==> src/hw/rtl/mlp_pkg.sv <==
// Package with shared constants and types for the MLP inference block.
`default_nettype none
package mlp_pkg;
    localparam int MAX_LAYERS_DEF   = 3;
    localparam int MAX_WIDTH_DEF    = 1024;
    localparam int WEIGHT_WORDS_DEF = 131072;

    localparam logic [1:0] CMD_WEIGHT = 2'd0;
    localparam logic [1:0] CMD_BIAS   = 2'd1;
    localparam logic [1:0] CMD_INPUT  = 2'd2;

    localparam logic [2:0] REG_LAYERS = 3'd0;
    localparam logic [2:0] REG_WIN    = 3'd1;
    localparam logic [2:0] REG_W1     = 3'd2;
    localparam logic [2:0] REG_W2     = 3'd3;
    localparam logic [2:0] REG_W3     = 3'd4;

    typedef enum logic [2:0] {
        S_IDLE,
        S_ROW,
        S_MAC,
        S_DRAIN,
        S_FIN,
        S_DONE
    } t_state;

    // Control from the sequencer to the multiply-accumulate datapath.
    typedef struct packed {
        logic clear;    // load bias into accumulator
        logic mac;      // accumulate the registered product
    } t_mac_ctl;
endpackage
`default_nettype wire

==> src/hw/rtl/mlp_mac.sv <==
// Shared multiply-accumulate unit with a registered product stage.
`default_nettype none
module mlp_mac (
    input  wire logic             i_clk,
    input  wire mlp_pkg::t_mac_ctl i_ctl,
    input  wire logic             i_prod_en,
    input  wire logic signed [15:0] i_bias,
    input  wire logic signed [15:0] i_weight,
    input  wire logic signed [15:0] i_act,
    output logic signed [63:0]    o_acc
);
    import mlp_pkg::*;
    logic signed [31:0] r_prod;
    logic signed [63:0] r_acc;

    always_ff @(posedge i_clk) begin
        if (i_prod_en) begin
            r_prod <= i_weight * i_act;
        end
        if (i_ctl.clear) begin
            r_acc <= 64'(i_bias) <<< 8;
        end else if (i_ctl.mac) begin
            r_acc <= r_acc + 64'(r_prod);
        end
    end
    assign o_acc = r_acc;
endmodule
`default_nettype wire

==> config.mk <==
export PLATFORM = sky130hd
export DESIGN_NAME = mlp_mac
export DESIGN_NICKNAME = d
export VERILOG_FILES = /design/src/hw/rtl/mlp_pkg.sv /design/src/hw/rtl/mlp_mac.sv
export SDC_FILE = /design/constraint.sdc
export NUM_CORES = 1
export LEC_CHECK = 0
export BUFFER_PORTS_ARGS = -buffer_cell sky130_fd_sc_hd__clkbuf_2
export CAP_MARGIN = 20
export CORE_ASPECT_RATIO = 1.5
export CORE_MARGIN = 2
export CORE_UTILIZATION = 54
export DETAILED_ROUTE_END_ITERATION = 6
export PLACE_DENSITY_LB_ADDON = 0.15
export SLEW_MARGIN = 30
export SYNTH_ARGS = -nofsm -noshare
export SYNTH_HDL_FRONTEND = slang
export SYNTH_SLANG_ARGS = --single-unit
==> constraint.sdc <==
create_clock -name i_clk -period 7.1 [get_ports i_clk]
set_input_delay 1.065 -clock i_clk [delete_from_list [all_inputs] [get_ports i_clk]]
set_output_delay 1.065 -clock i_clk [all_outputs]
set_load 0.005 [all_outputs]
==> results of run 1 <==
final cells by class:
cell class | instances | area [um^2] | share of cell area, %
Clock buffer | 9 | 225 | 1.20
Sequential cell | 96 | 2800 | 14.9
Timing Repair Buffer | 189 | 1130 | 6.03
Inverter | 322 | 1210 | 6.44
Tap cell | 405 | 507 | 2.70
Clock inverter | 7 | 92.6 | 0.493
Multi-Input combinational cell | 1366 | 12800 | 68.2
cell usage after synthesis, types with 9 or more instances:
cell type,n
sky130_fd_sc_hd__o21bai_1,20
sky130_fd_sc_hd__o21ai_1,20
sky130_fd_sc_hd__nor2b_1,11
sky130_fd_sc_hd__a31oi_1,13
sky130_fd_sc_hd__nor3_1,13
sky130_fd_sc_hd__nand4_1,23
sky130_fd_sc_hd__edfxtp_1,88
sky130_fd_sc_hd__nor2_1,68
sky130_fd_sc_hd__xnor2_1,52
sky130_fd_sc_hd__xor2_1,32
sky130_fd_sc_hd__and3_1,14
sky130_fd_sc_hd__clkbuf_1,60
sky130_fd_sc_hd__o21ai_0,61
sky130_fd_sc_hd__nand2_1,193
sky130_fd_sc_hd__nand3_1,26
sky130_fd_sc_hd__and2_1,126
sky130_fd_sc_hd__a211oi_1,9
sky130_fd_sc_hd__o21a_1,19
sky130_fd_sc_hd__inv_1,321
sky130_fd_sc_hd__a21oi_1,95
sky130_fd_sc_hd__fa_1,263
sky130_fd_sc_hd__ha_1,145
sky130_fd_sc_hd__a21o_1,46
sky130_fd_sc_hd__nand2b_1,13
state kept, by name, indices dropped and copies added (netlist names):
register and cells:
o_acc 64, r_prod 32
cell families after synthesis:
| group | count (synthesis) | synth area share, % |
|---|---|---|
| simple gates | 520 | 15.3 |
| buf+inv | 393 | 8.70 |
| mux | 7 | 0.418 |
| flops | 96 | 16.4 |
| fa+ha+maj | 408 | 41.5 |
| compound gates | 347 | 13.4 |
| xor+xnor | 84 | 4.31 |
final timing paths:
check / from / slack [ns] / cells after the start / to
setup / recovery: i_act[4] / 0.31 / 23 / r_prod[31]$_DFFE_PP_
hold / removal: o_acc[1]$_SDFFE_PP0P_ / 0.54 / 2 / o_acc[1]$_SDFFE_PP0P_
setup reg to reg: r_prod[31]$_DFFE_PP_ / 2.89 / 11 / o_acc[60]$_DFFE_PP_
hold reg to reg: o_acc[1]$_SDFFE_PP0P_ / 0.54 / 2 / o_acc[1]$_SDFFE_PP0P_
critical path, stage by stage:
cell and delay (ns):
sky130_fd_sc_hd__clkbuf_2 0.19, sky130_fd_sc_hd__and2_1 0.22, sky130_fd_sc_hd__fa_1 0.53, sky130_fd_sc_hd__inv_1 0.05, sky130_fd_sc_hd__fa_1 0.47, sky130_fd_sc_hd__fa_1 0.52, sky130_fd_sc_hd__inv_1 0.05, sky130_fd_sc_hd__fa_1 0.50
sky130_fd_sc_hd__fa_1 0.50, sky130_fd_sc_hd__inv_1 0.05, sky130_fd_sc_hd__fa_1 0.47, sky130_fd_sc_hd__inv_1 0.04, sky130_fd_sc_hd__ha_1 0.28, sky130_fd_sc_hd__a21o_1 0.17, sky130_fd_sc_hd__a21o_1 0.18, sky130_fd_sc_hd__a21oi_1 0.25
sky130_fd_sc_hd__o2bb2ai_1 0.14, sky130_fd_sc_hd__nor4_1 0.25, sky130_fd_sc_hd__buf_4 0.17, sky130_fd_sc_hd__o211ai_1 0.12, sky130_fd_sc_hd__a31oi_2 0.25, sky130_fd_sc_hd__nor2_1 0.07, sky130_fd_sc_hd__or3_1 0.36
routing by layer:
metal	part of all wire (%)	vias to the layer above	GRT usage [%]
li1	-	6324	-
met5	0	-	0
met1	40	6544	30.4
met3	3.7	111	2.18
met4	3.9	0	10.3
met2	53	373	48.9
per-stage QoR:
stage	std cells	hold slack, ns	setup slack (ns)
after global placement	2378	0.508	-0.0487
after floorplan	1855	0.499	0.182
after global routing	2394	0.563	0.0343
after detailed placement	2378	0.522	-0.134
final	2394	0.536	0.310
after CTS	2394	0.536	0.266
repair_timing:
item                       in CTS  in global routing
resized for setup               0                  1
setup buffers                   0                  0
setup endpoints to repair       0                  1
==> results list, run 1 <==
- The run finished with clean final reports.
* Number of remaining DRC errors: 0
- Max-cap violations in this run came to 0.
- Pin slew with the least headroom to its limit: 0.885 ns
- The final layout contains 2444 nets.
* Setup repair after global routing missed its margin: false
- In this run the cell area of the synthesized design comes to between 15000 and 20000 um^2.
* Clock input transition at the sequential cells of the worst setup and hold paths: 0.07 ns
* Final weighted congestion in routability-driven placement: between 0.9 and 1
- Antenna violations before repair: 0
- Maximum number of buffers from clock root to sink: 2
- Sequential-to-total area share from yosys stat: 16.4%
- Floorplan core area: a little over 30000 um^2
- Data on the critical path arrives at its endpoint at 6.90 ns.
- Once layout is complete, the utilization of the core stands at between 60% and 70%.
* Number of antenna repair diodes: 0
* Start-to-end type of the worst setup path: in2reg
- Clock sinks: 96
- The filler cells instantiated in the layout total 2748.
- Number of distinct library cell variants in the gate-level netlist after synthesis: 81
- CTS built an H-tree with a depth of 3.
- Total Neg Setup Slack: 0 ns
- Final period util: 95.6%
* Total wire length after detailed routing: 41800 um
* Root buffer selected by CTS: sky130_fd_sc_hd__clkbuf_16
* CTS Hold Bufs: 0
* Starting utilization of the core area: a little under three fifths
- Height of the chip: 222 um
* Max frequency: 147 MHz
* Largest cells by area after synthesis: sky130_fd_sc_hd__fa_1, sky130_fd_sc_hd__edfxtp_1, sky130_fd_sc_hd__ha_1
- Post-DP Area: 18400 um^2
- In this run, CTS created clock tree buffers numbering 9.
- In this run, synthesis inferred 88 flip-flops with an integrated enable.
- Final hold viol count: 0
- Post-Synthesis Net Count: 2315
- The routed layout has between 10000 and 15000 vias.
- Max Clock Skew: 0.0101 ns
- Iteration-0 DRC Markers: between 500 and 600
* Max_slew headroom: 39.5%
- Area share of the largest cell type after synthesis: 30.8%
- During synthesis, Yosys emitted a total of 0 warnings.
- Count of mapped cells out of synthesis: 1855
* All-Layer GR Usage: 26.1%
- In this run, synthesis produced a sequential element count of 96.
* Number of iterations in the first detailed-routing pass: 7
- Proportion of layout cells with a drive suffix above 1: 11.4%
- Of all cell types, the one taking the most synthesized area is sky130_fd_sc_hd__fa_1.
* Source-to-sink clock delay at the later pin of the worst-skew pair: about 0.37 ns
- The library cell used most frequently in the layout, excluding fill and tap cells, is sky130_fd_sc_hd__inv_1.
- Pin count of the biggest net entering global routing: 57
- Hold crit path type: reg2reg
- Die Outline Area: 33100 um^2
- In this run the mean area of a mapped cell was roughly 9.2 um^2.
- STA puts the critical path data required time at 7.21 ns.
* Commonest cells after routing, fill and taps aside: sky130_fd_sc_hd__inv_1, sky130_fd_sc_hd__fa_1, sky130_fd_sc_hd__nand2_1
- Most instantiated flip-flop cell in the synthesis netlist: sky130_fd_sc_hd__edfxtp_1
- Share of synthesized registers carrying an async set or reset: 0%
- Site Rows: 79
- CP endpoint kind: flop
- With fillers left out, the area of the finished cells amounts to 18800 um^2.
* Top-level I/O count: 116
* Post-layout min period: a little under 7 ns
- The die is 149 um wide.
- Critical Path Source Type: input port
- The number of global-route vias before repair came to 14200.
- Via-to-Cell Ratio: 5.58
- In this run the tool buffered the top-level ports with 115 buffer cells.
- Along the worst path, the maximum fanout reaches 11.
- In the final routed layout, each cell accounts on average for 17.5 um.
* Routed Antenna Nets: 0
* Wire length of the first global-routing pass: 69000 um
- Final HPWL DP: 35700 um
- Clock tree from TritonCTS: yes
* Setup Viol. Count Final: 0
- From synthesis to final layout, the design area changed by 9.88%.
- The number of pins exceeding their max-slew limit in the final report is 0.
- Leftover overflow at the end of global routing: 0
Power of run 1 is not shown: default switching activity piles up to over one toggle a cycle in this logic, so the estimate is an artifact.
==> inputs of run 2 (changes only) <==
--- a/config.mk
+++ b/config.mk
@@ -12,7 +12,7 @@
 export CORE_UTILIZATION = 54
 export DETAILED_ROUTE_END_ITERATION = 6
 export PLACE_DENSITY_LB_ADDON = 0.15
-export SLEW_MARGIN = 30
+export SLEW_MARGIN = 10
 export SYNTH_ARGS = -nofsm -noshare
 export SYNTH_HDL_FRONTEND = slang
 export SYNTH_SLANG_ARGS = --single-unit
==> constraint.sdc (replaced) <==
create_clock -name i_clk -period 7.1 [get_ports i_clk]
set_input_delay 0 -clock i_clk [delete_from_list [all_inputs] [get_ports i_clk]]
set_output_delay 0 -clock i_clk [all_outputs]
set_load 0.005 [all_outputs]
==> run 2 against run 1 <==
Final cell count shrank 2.1%. Critical path depth down 1. First-iteration DRC count down 8.7%. Sequential cell count is the same. Core utilization shrank 1.2 points. Global-route usage shrank 0.15 points. Via count is 1.4% lower. Largest cell class unchanged.
==> results list, run 2 (same netlist as run 1, synthesis figures left out) <==
* Clock tree from TritonCTS: yes
* Worst path required time: 7.21 ns (about the same)
- The global-route congestion overflow total came to 0 (unchanged).
* Clock input transition at the sequential cells of the worst setup and hold paths: 0.07 ns (about the same)
- Hold crit path type: in2reg
- The wire length of the first global-routing pass came to 68300 um (-1.0%).
* Starting utilization of the core area: 55.0% (unchanged)
- Number of antenna repair diodes: 0 (unchanged)
- The total negative setup slack was 0 ns (unchanged).
* Post-DR wirelength/cell: 17.7 um (+1.4%)
* Start-to-end type of the worst setup path: in2reg
- The combined buffer and inverter count along the critical path came to 5 (-1).
- CP endpoint kind: flop
* Via-to-Cell Ratio: 5.62 (+0.71%)
- The cell row count is 79 (unchanged).
* Pin slew with the least headroom to its limit: 0.854 ns (-0.0310 ns)
* Final HPWL DP: 34100 um (-4.6%)
* Pin count of the biggest net entering global routing: 57 (unchanged)
- The number of buffers on the longest clock path is 2 (unchanged).
- Status: finished, final reports clean
- The top cell types in the final layout, fill and taps aside, are sky130_fd_sc_hd__inv_1, sky130_fd_sc_hd__fa_1, sky130_fd_sc_hd__nand2_1.
- Largest fanout of any net on the critical path: 16 (+5)
- The area of the core region was 31000 um^2 (unchanged).
* Final hold viol count: 0 (unchanged)
- The post-cts gate resize count was 0 (unchanged).
- CTS buffer count: 9 (unchanged)
- The total setup buffers inserted after CTS came to 0 (unchanged).
- Source-to-sink clock delay at the later pin of the worst-skew pair: 0.37 ns (about the same)
* Routed Antenna Nets: 0 (unchanged)
- Final max-slew violation count: 0 (unchanged)
- The total wire length after detailed routing came to 41500 um (-0.72%).
* Height of the chip: 222 um (unchanged)
- The final critical path time including I/O delays and setup is 6.14 ns (-0.655 ns).
- The detailed-routing iteration count for the pre-antenna-repair pass is 5 (-2).
- The number of flip-flops under the largest register name was 64 (unchanged).
* Filler Cell Count: 2796 (+1.7%)
* Critical Path Source Type: input port
- Max-capacitance violation count: 0 (unchanged)
* Max frequency: 163 MHz (+11%)
* Proportion of layout cells with a drive suffix above 1: 8.10% (-3.3 points)
- Top-level I/O count: 116 (unchanged)
- The slowest stage of the critical path belongs to the cell sky130_fd_sc_hd__fa_1.
- CTS Hold Bufs: 15 (+15)
* Largest stage delay on the critical path: 0.55 ns (+0.02 ns)
- The count of routing violations after the opening detailed-route iteration was 544 (-8.7%).
* Nets@finish: 2393 (-2.1%)
* Number of port buffers: 115 (unchanged)
- The library cell used most frequently in the layout, excluding fill and tap cells, is sky130_fd_sc_hd__inv_1.
* Max_slew headroom: 43.1% (+3.6 points)
- The sink count of the clock tree was 96 (unchanged).
* Setup repair after global routing missed its margin: false
- Worst EP arrival: 6.24 ns (-0.66 ns)
- The die area came to 33100 um^2 (unchanged).
- All-Layer GR Usage: 26.0% (-0.15 points)
- The post-route clock skew is 0.00883 ns (-0.00128 ns).
* Cell family contributing the most delay on the critical path: adder cells
- Floorplan die width: 149 um (unchanged)
* Depth of the CTS H-tree: 3 (unchanged)
- The final worst-path cycle share was 86.4% (-9.2 points).
- Setup Viol. Count Final: 0 (unchanged)
* Root buffer selected by CTS: sky130_fd_sc_hd__clkbuf_16
- The vias after detailed routing came to 13200 (-1.4%).
* Antenna violations before repair: 0 (unchanged)
* Number of remaining DRC errors: 0 (unchanged)
* Area added between synthesis and finish: 7.74%
- Walking the worst path, the cells encountered are clkbuf_2, and2_1, fa_1, inv_1, fa_1, fa_1, inv_1, fa_1, fa_1, inv_1, fa_1, inv_1, ha_1, a21o_1, a21o_1, a21o_1, o2bb2ai_1, nor4_1, o211ai_1, a31oi_1, nor2_1, or3_1.
- Number of global-route vias before repair: 13700 (-3.0%)
- In this design, the critical path's most frequently occurring cell is sky130_fd_sc_hd__fa_1.
* Final weighted congestion in routability-driven placement: 0.935 (+0.59%)
-- run 2: changes by cell type in the layout (fill, tap and decap cells not counted), sizes merged --
| cell | before | now |
|---|---|---|
| buf | 74 | 8 |
| bufinv | 2 | 0 |
| clkbuf | 124 | 128 |
| clkinv | 3 | 1 |
| clkinvlp | 0 | 1 |
| dlygate4sd3 | 0 | 15 |
| inv | 324 | 323 |
-- run 2: final cells by class --
class                      instances  area, um^2  share of cell area, %
sequential                        96        2800                   15.2
clock inverter                     3        21.3                  0.116
multi-input combinational       1366       12800                   69.5
inverter                         322        1210                   6.57
clock buffer                      13         283                   1.54
timing repair buffer             138         786                   4.27
tap                              405         507                   2.75
-- run 2: metal layers --
layer / track usage, % / vias to the layer above / routed length, um
met5: 0 / - / 0
met4: 8.94 / 0 / 1160
met2: 47.2 / 348 / 21800
li1: - / 6226 / -
met3: 2.28 / 74 / 1590
met1: 32.0 / 6512 / 17000
-- run 2: metrics by stage --
step	setup WS (ns)	instances	instance area, um^2	util, %	hold WS (ns)
floorplan	1.25	1855	17100	-	0.112
global placement	0.685	2312	17900	57.8	0.290
detailed placement	0.557	2312	17900	57.8	0.293
CTS	0.955	2343	18400	59.3	0.0856
global route	0.597	2343	18400	59.3	0.130
finish	0.965	2343	18400	59.3	0.0943
-- run 2: path summary, 6_finish.rpt --
path                    startpoint               endpoint  slack (ns)  cells past startpoint
max                       i_act[2]   r_prod[31]$_DFFE_PP_        0.96                     22
max reg2reg   r_prod[31]$_DFFE_PP_    o_acc[60]$_DFFE_PP_        3.12                     10
min                       i_ctl[0]  o_acc[7]$_SDFFE_PP0P_        0.09                      2
min reg2reg  o_acc[1]$_SDFFE_PP0P_  o_acc[1]$_SDFFE_PP0P_        0.53                      2
Power of run 2 is left out for the same reason.
